[src/hw/rtl/ipv6c_pkg.sv]
// ----------------------------------------------------------------------------
// ipv6c_pkg
// Shared types, constants and helpers for the IPv6 address text compressor.
// ----------------------------------------------------------------------------
package ipv6c_pkg;

	localparam int NUM_GROUPS  = 8;
	localparam int GROUP_BITS  = 16;
	localparam int IDX_W       = $clog2(NUM_GROUPS);
	localparam int RUN_W       = IDX_W + 1;
	localparam int CHAR_BITS   = 7;
	localparam int QUEUE_DEPTH = 2;

	localparam logic [CHAR_BITS-1:0] CH_COLON   = 7'h3a;
	localparam logic [CHAR_BITS-1:0] CH_ZERO    = 7'h30;
	localparam logic [CHAR_BITS-1:0] CH_A_BIAS  = 7'h57; // 'a' - 10

	typedef logic [GROUP_BITS-1:0] group_t;
	typedef logic [NUM_GROUPS-1:0][GROUP_BITS-1:0] grp_arr_t;

	// One classified address: groups plus the chosen zero run.
	typedef struct packed {
		grp_arr_t         grp;
		logic             has;
		logic [IDX_W-1:0] start;
		logic [RUN_W-1:0] len;
	} job_t;

	// Index of the highest nonzero nibble (0 for a zero group).
	function automatic logic [1:0] top_nib(input group_t g);
		logic [1:0] t;
		if (g[15:12] != 4'h0) begin
			t = 2'd3;
		end else if (g[11:8] != 4'h0) begin
			t = 2'd2;
		end else if (g[7:4] != 4'h0) begin
			t = 2'd1;
		end else begin
			t = 2'd0;
		end
		return t;
	endfunction

	// Lowercase hex digit.
	function automatic logic [CHAR_BITS-1:0] hex_char(input logic [3:0] nib);
		logic [CHAR_BITS-1:0] c;
		if (nib < 4'd10) begin
			c = CH_ZERO + {3'b000, nib};
		end else begin
			c = CH_A_BIAS + {3'b000, nib};
		end
		return c;
	endfunction

endpackage

[src/hw/rtl/ipv6c_front.sv]
// ----------------------------------------------------------------------------
// ipv6c_front
// Picks the zero run to be replaced by "::" for one incoming address.
// ----------------------------------------------------------------------------
module ipv6c_front (
	input  ipv6c_pkg::grp_arr_t grp,
	output ipv6c_pkg::job_t     job
);
	import ipv6c_pkg::*;

	logic [RUN_W-1:0] zrun;
	logic [RUN_W-1:0] len;
	logic [IDX_W-1:0] start;
	logic             has;

	// Eight narrow steps, one per group.
	always_comb begin
		zrun  = '0;
		len   = '0;
		start = '0;
		has   = 1'b0;
		for (int i = 0; i < NUM_GROUPS; i++) begin
			if (grp[i] == '0) begin
				zrun = zrun + RUN_W'(1);
			end else begin
				// interior run: ties go to the later one
				if (zrun >= len && zrun > RUN_W'(1)) begin
					start = IDX_W'(RUN_W'(i) - zrun);
					len   = zrun;
					has   = 1'b1;
				end
				zrun = '0;
			end
		end
		// trailing run: longer wins, a tie wins only against a leading run
		if (zrun > RUN_W'(1)) begin
			if (zrun > len) begin
				start = IDX_W'(RUN_W'(NUM_GROUPS) - zrun);
				len   = zrun;
				has   = 1'b1;
			end else if (zrun == len && has && start == '0) begin
				start = IDX_W'(RUN_W'(NUM_GROUPS) - zrun);
			end
		end
	end

	assign job.grp   = grp;
	assign job.has   = has;
	assign job.start = start;
	assign job.len   = len;

endmodule

[src/hw/rtl/ipv6c_queue.sv]
// ----------------------------------------------------------------------------
// ipv6c_queue
// Small FIFO of classified addresses between front and back.
// ----------------------------------------------------------------------------
module ipv6c_queue #(
	parameter int DEPTH = ipv6c_pkg::QUEUE_DEPTH
) (
	input  logic            clk,
	input  logic            arst_n,
	input  logic            wr_en,
	input  ipv6c_pkg::job_t wr_data,
	input  logic            rd_en,
	output ipv6c_pkg::job_t rd_data,
	output logic            full,
	output logic            empty
);
	import ipv6c_pkg::*;

	localparam int AW = (DEPTH > 1) ? $clog2(DEPTH) : 1;
	localparam int CW = $clog2(DEPTH + 1);

	job_t          mem_q [DEPTH];
	logic [AW-1:0] wr_ptr_q;
	logic [AW-1:0] rd_ptr_q;
	logic [CW-1:0] cnt_q;
	logic [AW-1:0] wr_next;
	logic [AW-1:0] rd_next;
	logic          do_wr;
	logic          do_rd;

	assign full    = (cnt_q == CW'(DEPTH));
	assign empty   = (cnt_q == '0);
	assign do_wr   = wr_en && !full;
	assign do_rd   = rd_en && !empty;
	assign rd_data = mem_q[rd_ptr_q];
	assign wr_next = (wr_ptr_q == AW'(DEPTH - 1)) ? '0 : wr_ptr_q + AW'(1);
	assign rd_next = (rd_ptr_q == AW'(DEPTH - 1)) ? '0 : rd_ptr_q + AW'(1);

	always_ff @(posedge clk) begin
		if (do_wr) begin
			mem_q[wr_ptr_q] <= wr_data;
		end
	end

	always_ff @(posedge clk or negedge arst_n) begin
		if (!arst_n) begin
			wr_ptr_q <= '0;
			rd_ptr_q <= '0;
			cnt_q    <= '0;
		end else begin
			if (do_wr) begin
				wr_ptr_q <= wr_next;
			end
			if (do_rd) begin
				rd_ptr_q <= rd_next;
			end
			if (do_wr && !do_rd) begin
				cnt_q <= cnt_q + CW'(1);
			end else if (do_rd && !do_wr) begin
				cnt_q <= cnt_q - CW'(1);
			end
		end
	end

endmodule

[src/hw/rtl/ipv6c_back.sv]
// ----------------------------------------------------------------------------
// ipv6c_back
// Character sequencer: walks one classified address and emits its text.
// ----------------------------------------------------------------------------
module ipv6c_back (
	input  logic                             clk,
	input  logic                             arst_n,
	input  ipv6c_pkg::job_t                  job,
	input  logic                             job_vld,
	output logic                             job_take,
	input  logic                             pop,
	output logic                             empty,
	output logic [ipv6c_pkg::CHAR_BITS-1:0]  text_char,
	output logic                             last
);
	import ipv6c_pkg::*;

	typedef enum logic [4:0] {
		ST_IDLE  = 5'b00001,
		ST_LEAD  = 5'b00010,
		ST_RUN   = 5'b00100,
		ST_DIGIT = 5'b01000,
		ST_SEP   = 5'b10000
	} state_t;

	state_t               state_q, state_d;
	job_t                 cur_q;
	logic [IDX_W-1:0]     idx_q, idx_d;
	logic [1:0]           nib_q, nib_d;
	logic                 out_vld_q;
	logic [CHAR_BITS-1:0] char_q;
	logic                 last_q;

	logic                 adv;
	logic                 emit;
	logic [CHAR_BITS-1:0] emit_char;
	logic                 emit_last;
	group_t               cur_grp;
	logic [RUN_W-1:0]     run_end;
	logic [IDX_W-1:0]     sep_next;

	assign adv      = !out_vld_q || pop;
	assign cur_grp  = cur_q.grp[idx_q];
	assign run_end  = {1'b0, idx_q} + cur_q.len;
	assign sep_next = idx_q + IDX_W'(1);

	always_comb begin
		state_d   = state_q;
		idx_d     = idx_q;
		nib_d     = nib_q;
		job_take  = 1'b0;
		emit      = 1'b0;
		emit_char = CH_COLON;
		emit_last = 1'b0;
		case (state_q)
			ST_IDLE: begin
				if (job_vld) begin
					job_take = 1'b1;
					idx_d    = '0;
					if (job.has && job.start == '0) begin
						state_d = ST_LEAD;
					end else begin
						state_d = ST_DIGIT;
						nib_d   = top_nib(job.grp[0]);
					end
				end
			end
			ST_LEAD: begin
				if (adv) begin
					emit    = 1'b1;
					state_d = ST_RUN;
				end
			end
			ST_RUN: begin
				if (adv) begin
					emit = 1'b1;
					if (run_end[RUN_W-1]) begin
						emit_last = 1'b1;
						state_d   = ST_IDLE;
					end else begin
						idx_d   = run_end[IDX_W-1:0];
						nib_d   = top_nib(cur_q.grp[run_end[IDX_W-1:0]]);
						state_d = ST_DIGIT;
					end
				end
			end
			ST_DIGIT: begin
				if (adv) begin
					emit      = 1'b1;
					emit_char = hex_char(cur_grp[{nib_q, 2'b00} +: 4]);
					if (nib_q != 2'd0) begin
						nib_d = nib_q - 2'd1;
					end else if (idx_q == IDX_W'(NUM_GROUPS - 1)) begin
						emit_last = 1'b1;
						state_d   = ST_IDLE;
					end else begin
						state_d = ST_SEP;
					end
				end
			end
			ST_SEP: begin
				if (adv) begin
					emit  = 1'b1;
					idx_d = sep_next;
					if (cur_q.has && sep_next == cur_q.start) begin
						state_d = ST_RUN;
					end else begin
						nib_d   = top_nib(cur_q.grp[sep_next]);
						state_d = ST_DIGIT;
					end
				end
			end
			default: begin
				state_d = ST_IDLE;
			end
		endcase
	end

	always_ff @(posedge clk) begin
		if (job_take) begin
			cur_q <= job;
		end
		if (emit) begin
			char_q <= emit_char;
			last_q <= emit_last;
		end
		idx_q <= idx_d;
		nib_q <= nib_d;
	end

	always_ff @(posedge clk or negedge arst_n) begin
		if (!arst_n) begin
			state_q   <= ST_IDLE;
			out_vld_q <= 1'b0;
		end else begin
			state_q <= state_d;
			if (adv) begin
				out_vld_q <= emit;
			end
		end
	end

	assign empty     = !out_vld_q;
	assign text_char = char_q;
	assign last      = last_q;

endmodule

[src/hw/rtl/ipv6_address_text_compressor_core.sv]
// ----------------------------------------------------------------------------
// ipv6_address_text_compressor_core
// Turns an IPv6 address (eight 16-bit groups) into its compressed text form,
// one ASCII character per output transfer.
// ----------------------------------------------------------------------------
//
//  channel   direction  handshake            payload
//  -------   ---------  -------------------  ---------------------------------
//  address   in         push / full          group0 .. group7 (16 b each)
//  text      out        pop / empty          text_char (7 b), last (1 b)
//
// Flow: the front classifies an address in the cycle of its transfer and
// writes it to a QDEPTH-entry queue. The back sequencer takes one address
// into its job register, then emits one character per cycle while pop keeps
// up, 2 to 39 characters in all; it takes the next address only after the
// last character. The back's single character slot is what sets the rate.
// The first character passes the queue, the job register and the output
// register before it is visible. Reset clears queue pointers, the sequencer
// state and the output valid. A stall on pop freezes the back only; the
// front keeps taking addresses until the queue is full.
//
module ipv6_address_text_compressor_core #(
	parameter int QDEPTH = ipv6c_pkg::QUEUE_DEPTH
) (
	input  logic                            clk,
	input  logic                            arst_n,
	input  logic                            push,
	output logic                            full,
	input  ipv6c_pkg::group_t               group0,
	input  ipv6c_pkg::group_t               group1,
	input  ipv6c_pkg::group_t               group2,
	input  ipv6c_pkg::group_t               group3,
	input  ipv6c_pkg::group_t               group4,
	input  ipv6c_pkg::group_t               group5,
	input  ipv6c_pkg::group_t               group6,
	input  ipv6c_pkg::group_t               group7,
	output logic                            empty,
	input  logic                            pop,
	output logic [ipv6c_pkg::CHAR_BITS-1:0] text_char,
	output logic                            last
);
	import ipv6c_pkg::*;

	grp_arr_t grp;
	job_t     front_job;
	job_t     head_job;
	logic     q_empty;
	logic     head_take;

	// group0 is the most significant group and goes out first
	assign grp[0] = group0;
	assign grp[1] = group1;
	assign grp[2] = group2;
	assign grp[3] = group3;
	assign grp[4] = group4;
	assign grp[5] = group5;
	assign grp[6] = group6;
	assign grp[7] = group7;

	// Front: zero-run selection, no state.
	ipv6c_front u_front (
		.grp (grp),
		.job (front_job)
	);

	// Decoupling queue; its full flag is the input back-pressure.
	ipv6c_queue #(
		.DEPTH (QDEPTH)
	) u_queue (
		.clk     (clk),
		.arst_n  (arst_n),
		.wr_en   (push),
		.wr_data (front_job),
		.rd_en   (head_take),
		.rd_data (head_job),
		.full    (full),
		.empty   (q_empty)
	);

	// Back: character sequencer with a one-entry output register.
	ipv6c_back u_back (
		.clk       (clk),
		.arst_n    (arst_n),
		.job       (head_job),
		.job_vld   (!q_empty),
		.job_take  (head_take),
		.pop       (pop),
		.empty     (empty),
		.text_char (text_char),
		.last      (last)
	);

	// A waiting character is always a hex digit or a colon.
	a_char_legal: assert property (@(posedge clk) disable iff (!arst_n)
		!empty |-> (text_char == CH_COLON
			|| (text_char >= 7'h30 && text_char <= 7'h39)
			|| (text_char >= 7'h61 && text_char <= 7'h66)))
		else $error("illegal text character");

	// An accepted address lands in the queue.
	a_push_lands: assert property (@(posedge clk) disable iff (!arst_n)
		push && !full |=> !q_empty)
		else $error("accepted address missing from queue");

	// The back only takes an address the queue holds.
	a_take_valid: assert property (@(posedge clk) disable iff (!arst_n)
		head_take |-> !q_empty)
		else $error("back took from an empty queue");

endmodule

[config.mk]
export PLATFORM = sky130hd
export DESIGN_NAME = ipv6_address_text_compressor_core
export DESIGN_NICKNAME = d
export VERILOG_FILES = /design/src/hw/rtl/ipv6c_pkg.sv /design/src/hw/rtl/ipv6c_front.sv /design/src/hw/rtl/ipv6c_queue.sv /design/src/hw/rtl/ipv6c_back.sv /design/src/hw/rtl/ipv6_address_text_compressor_core.sv
export SDC_FILE = /design/constraint.sdc
export NUM_CORES = 1
export LEC_CHECK = 0
export BUFFER_PORTS_ARGS = -buffer_cell sky130_fd_sc_hd__buf_2
export CAP_MARGIN = 20
export CORE_MARGIN = 4
export CORE_UTILIZATION = 50
export CTS_BUF_LIST = sky130_fd_sc_hd__clkbuf_4
export CTS_CLUSTER_SIZE = 8
export DETAILED_ROUTE_END_ITERATION = 8
export GPL_ROUTABILITY_DRIVEN = 0
export PLACE_DENSITY = 0.73
export SYNTH_ARGS = -nofsm -noshare
export SYNTH_HDL_FRONTEND = slang
export SYNTH_SLANG_ARGS = --single-unit
export TNS_END_PERCENT = 50
[constraint.sdc]
create_clock -name clk -period 19.6 [get_ports clk]
set_input_delay 1.96 -clock clk [delete_from_list [all_inputs] [get_ports clk]]
set_output_delay 1.96 -clock clk [all_outputs]
set_load 0.01 [all_outputs]
==> metrics.yaml <==
initial_core_util_pct: 50.75
fp.dieW_um: 203.5
worst-path-max-fanout: 9
htree_levels: 3
setup_viol: 0
grt_pass1_wl_mm: 67.92
crit_path_end_kind: "register"
port_buffers: 141
ys_top_cells_by_count: "edfxtp_1 (421), mux2_2 (145), nor4_1 (53)"
hold_viol_final: 0
slowest_delay_ns: 0.50
final_nets: 1533
fp.coreArea_um2: 37670
p_per_area_nw_per_um2: 151.2
vias: 11370
crit_type: "input port to register"
grt_setup_unrepaired: "false"
cts_repair_resize_count: 0
peakVddDrop_mv: 0.1079
critPathLaunchType: "input port"
synth_cell_types: 81
cts_buffers: 107
hold_buffers: 0
r2r-start: "u_back.idx_q[0]"
post_cts_buffers: 0
relSlewSlack_pct: 26.88
critPathSlowestCell: "nor4_1"
reg2reg_depth: 10
worstSetupEndpoint: "u_queue.mem_q[1][7]"
grtUsageTotal_pct: 21.50
critPathLaunch: "group0[10]"
worstPathArrival_ns: 12.98
r2r_end: "u_back.nib_q[0]"
grt_pass1_vias: 11720
yosysSeqAreaShare_pct: 67.45
swShare_pct: 32.36
die_h_um: 203.5
crit_path_frequent_cell: "ha_1"
final.setup_skew_ns: 0.06891
clock_sinks: 431
async_flop_share_pct: 2.320
final_util_pct: 57.66
ys_dominant_reg_cell: "edfxtp_1"
syn_area_um2: 19120
grt_overflow: 0
layout_min_cycle_time_ns: 12.46
avgSynthCellArea_um2: 16.84
wl_mm: 44.44
tritoncts: "yes"
post_drt_wl_per_cell_um: 22.86
cp.required_ns: 20.12
drive_gt1_share_pct: 37.43
antenna_found_initial: 2
tightest_slew_ns: 1.097
yosys_warnings: 0
syn_nets: 1314
synth_edf_count: 421
ant_nets: 0
hold_path.class: "register to register"
maxSlewViolCount: 0
maxCapViolCount: 0
vias_per_cell: 5.850
power_mw: 3.284
combPwrFrac_pct: 28.7
r2r_slack_ns: 16.21
place_hpwl_mm: 30.86
synth_top_area_share_pct: 66.13
first_pass_iters: 6
power.switching_mw: 1.063
clk_pin_slew_ns: 0.06
drc: 0
dr.first_iter.drc_count: 1153
area_growth_pct: 13.62
hold_depth: 1
cts_max_path_buffers: 3
io_pins: 142
fin_setup_tns_ns: 0
yosysTopAreaCell: "edfxtp_1"
grt_max_degree: 137
power_frac_seq_pct: 49.6
min_period_over_period_pct: 63.59
synth.most_common_cell: "edfxtp_1"
p_leak_nw: 7.609
outcome: "complete, no violations"
die-area_um2: 41420
root_buffer: "clkbuf_4"
row_count: 71
insertion_delay_ns: 0.80
synth_cells: 1135
p_int_mw: 2.221
fmax_mhz: 80.23
synth_seq_cells: 431
ys_top_cells_by_area: "edfxtp_1 (66%), mux2_2 (8.5%), mux4_2 (6.1%)"
p_clk_share_pct: 21.7
-- kinds of logic (layout without fill, tap and decap cells) --
family | Yosys count | count (layout) | share of synthesized area, %
flops | 431 | 431 | 67.45
simple gates | 234 | 234 | 6.873
mux | 211 | 211 | 15.55
compound gates | 128 | 128 | 4.962
buf+inv | 68 | 365 | 1.342
fa+ha+maj | 47 | 47 | 3.116
xor+xnor | 15 | 15 | 0.6872
other cells | 1 | 2 | 0.01962
-- worst max-delay path: cells and delay by family --
family	cells	cell delay [ns]
buffers and inverters	2	0.22
and+or+nand+nor	20	4.43
muxes	5	1.67
AOI/OAI and AO/OA	18	2.82
adders and majority gates	7	1.86
-- layout by cell type, fill, tap and decap left out, drive strengths merged, types with 6 or more instances in the layout --
cell type	n
a211oi	13
a21o	9
a21oi	31
and3	7
and4	10
buf	148
clkbuf	143
clkinv	41
dfrtp	9
edfxtp	421
ha	46
inv	30
mux2	145
mux2i	14
mux4	52
nand2	41
nand2b	7
nand3	13
nand4	13
nor2	43
nor3	17
nor4	57
o21ai	29
or3	6
xnor2	10
-- worst min-delay path by stage --
stage / from / end / slack (ns)
6_report: u_queue.mem_q[1][123] / u_back.cur_q[123] / 0.50
5_1_grt: u_queue.mem_q[1][115] / u_back.cur_q[115] / 0.54
3_3_place_gp: u_queue.cnt_q[1] / u_queue.cnt_q[1] / 0.51
3_5_place_dp: u_queue.cnt_q[1] / u_queue.cnt_q[1] / 0.51
2_1_floorplan: u_queue.wr_ptr_q / u_queue.wr_ptr_q / 0.46
4_1_cts: u_queue.mem_q[1][123] / u_back.cur_q[123] / 0.51
-- state kept, by name, indices dropped and copies added (netlist names) --
register and count:
u_queue.wr_ptr_q 1, u_queue.rd_ptr_q 1, u_back.state_q 5, u_back.cur_q 136, u_back.out_vld_q 1, u_back.nib_q 2
u_back.last 1, u_back.idx_q 3, u_queue.mem_q 272, u_back.text_char 7, u_queue.cnt_q 2
-- final cells by class --
cell class | instances | area (um^2)
diodes | 1 | 2.502
clock inverters | 44 | 242.7
flip-flops and latches | 431 | 12900
multi-input cells | 636 | 5978
well taps | 511 | 639.4
repair buffers | 148 | 770.7
fillers | 2939 | 15950
inverters | 30 | 115.1
clock buffers | 143 | 1074
-- metrics by stage --
step | cells | hold WS (ns) | area [um^2] | setup WS [ns]
2_1_floorplan | 1135 | 0.4608 | 19120 | 7.797
3_3_place_gp | 1756 | 0.5098 | 20400 | 6.756
3_5_place_dp | 1756 | 0.5139 | 20400 | 6.439
4_1_cts | 1943 | 0.5075 | 21720 | 7.282
5_1_grt | 1944 | 0.5394 | 21720 | 6.388
6_report | 1944 | 0.5019 | 21720 | 7.136
-- routing by layer --
metal	track usage, %	wire [um]	part of all wire (%)	up-vias
met5	0	15	0.034	-
met4	7.010	1005	2.3	2
met3	5.518	3879	8.7	94
met2	35.25	21880	49	493
met1	28.47	17660	40	5665
li1	-	-	-	5119
-- power by group through the flow --
| stage | registers (mW) | clock network (mW) | logic, mW |
|---|---|---|---|
| global placement | 1.63 | 0 | 0.938 |
| detailed placement | 1.64 | 0 | 0.950 |
| CTS | 1.62 | 0.735 | 0.953 |
| finish | 1.63 | 0.713 | 0.943 |
| global route | 1.65 | 0.791 | 1.01 |
| floorplan | 1.57 | 0 | 0.699 |
No activity file was read; power rests on OpenSTA's default activity.
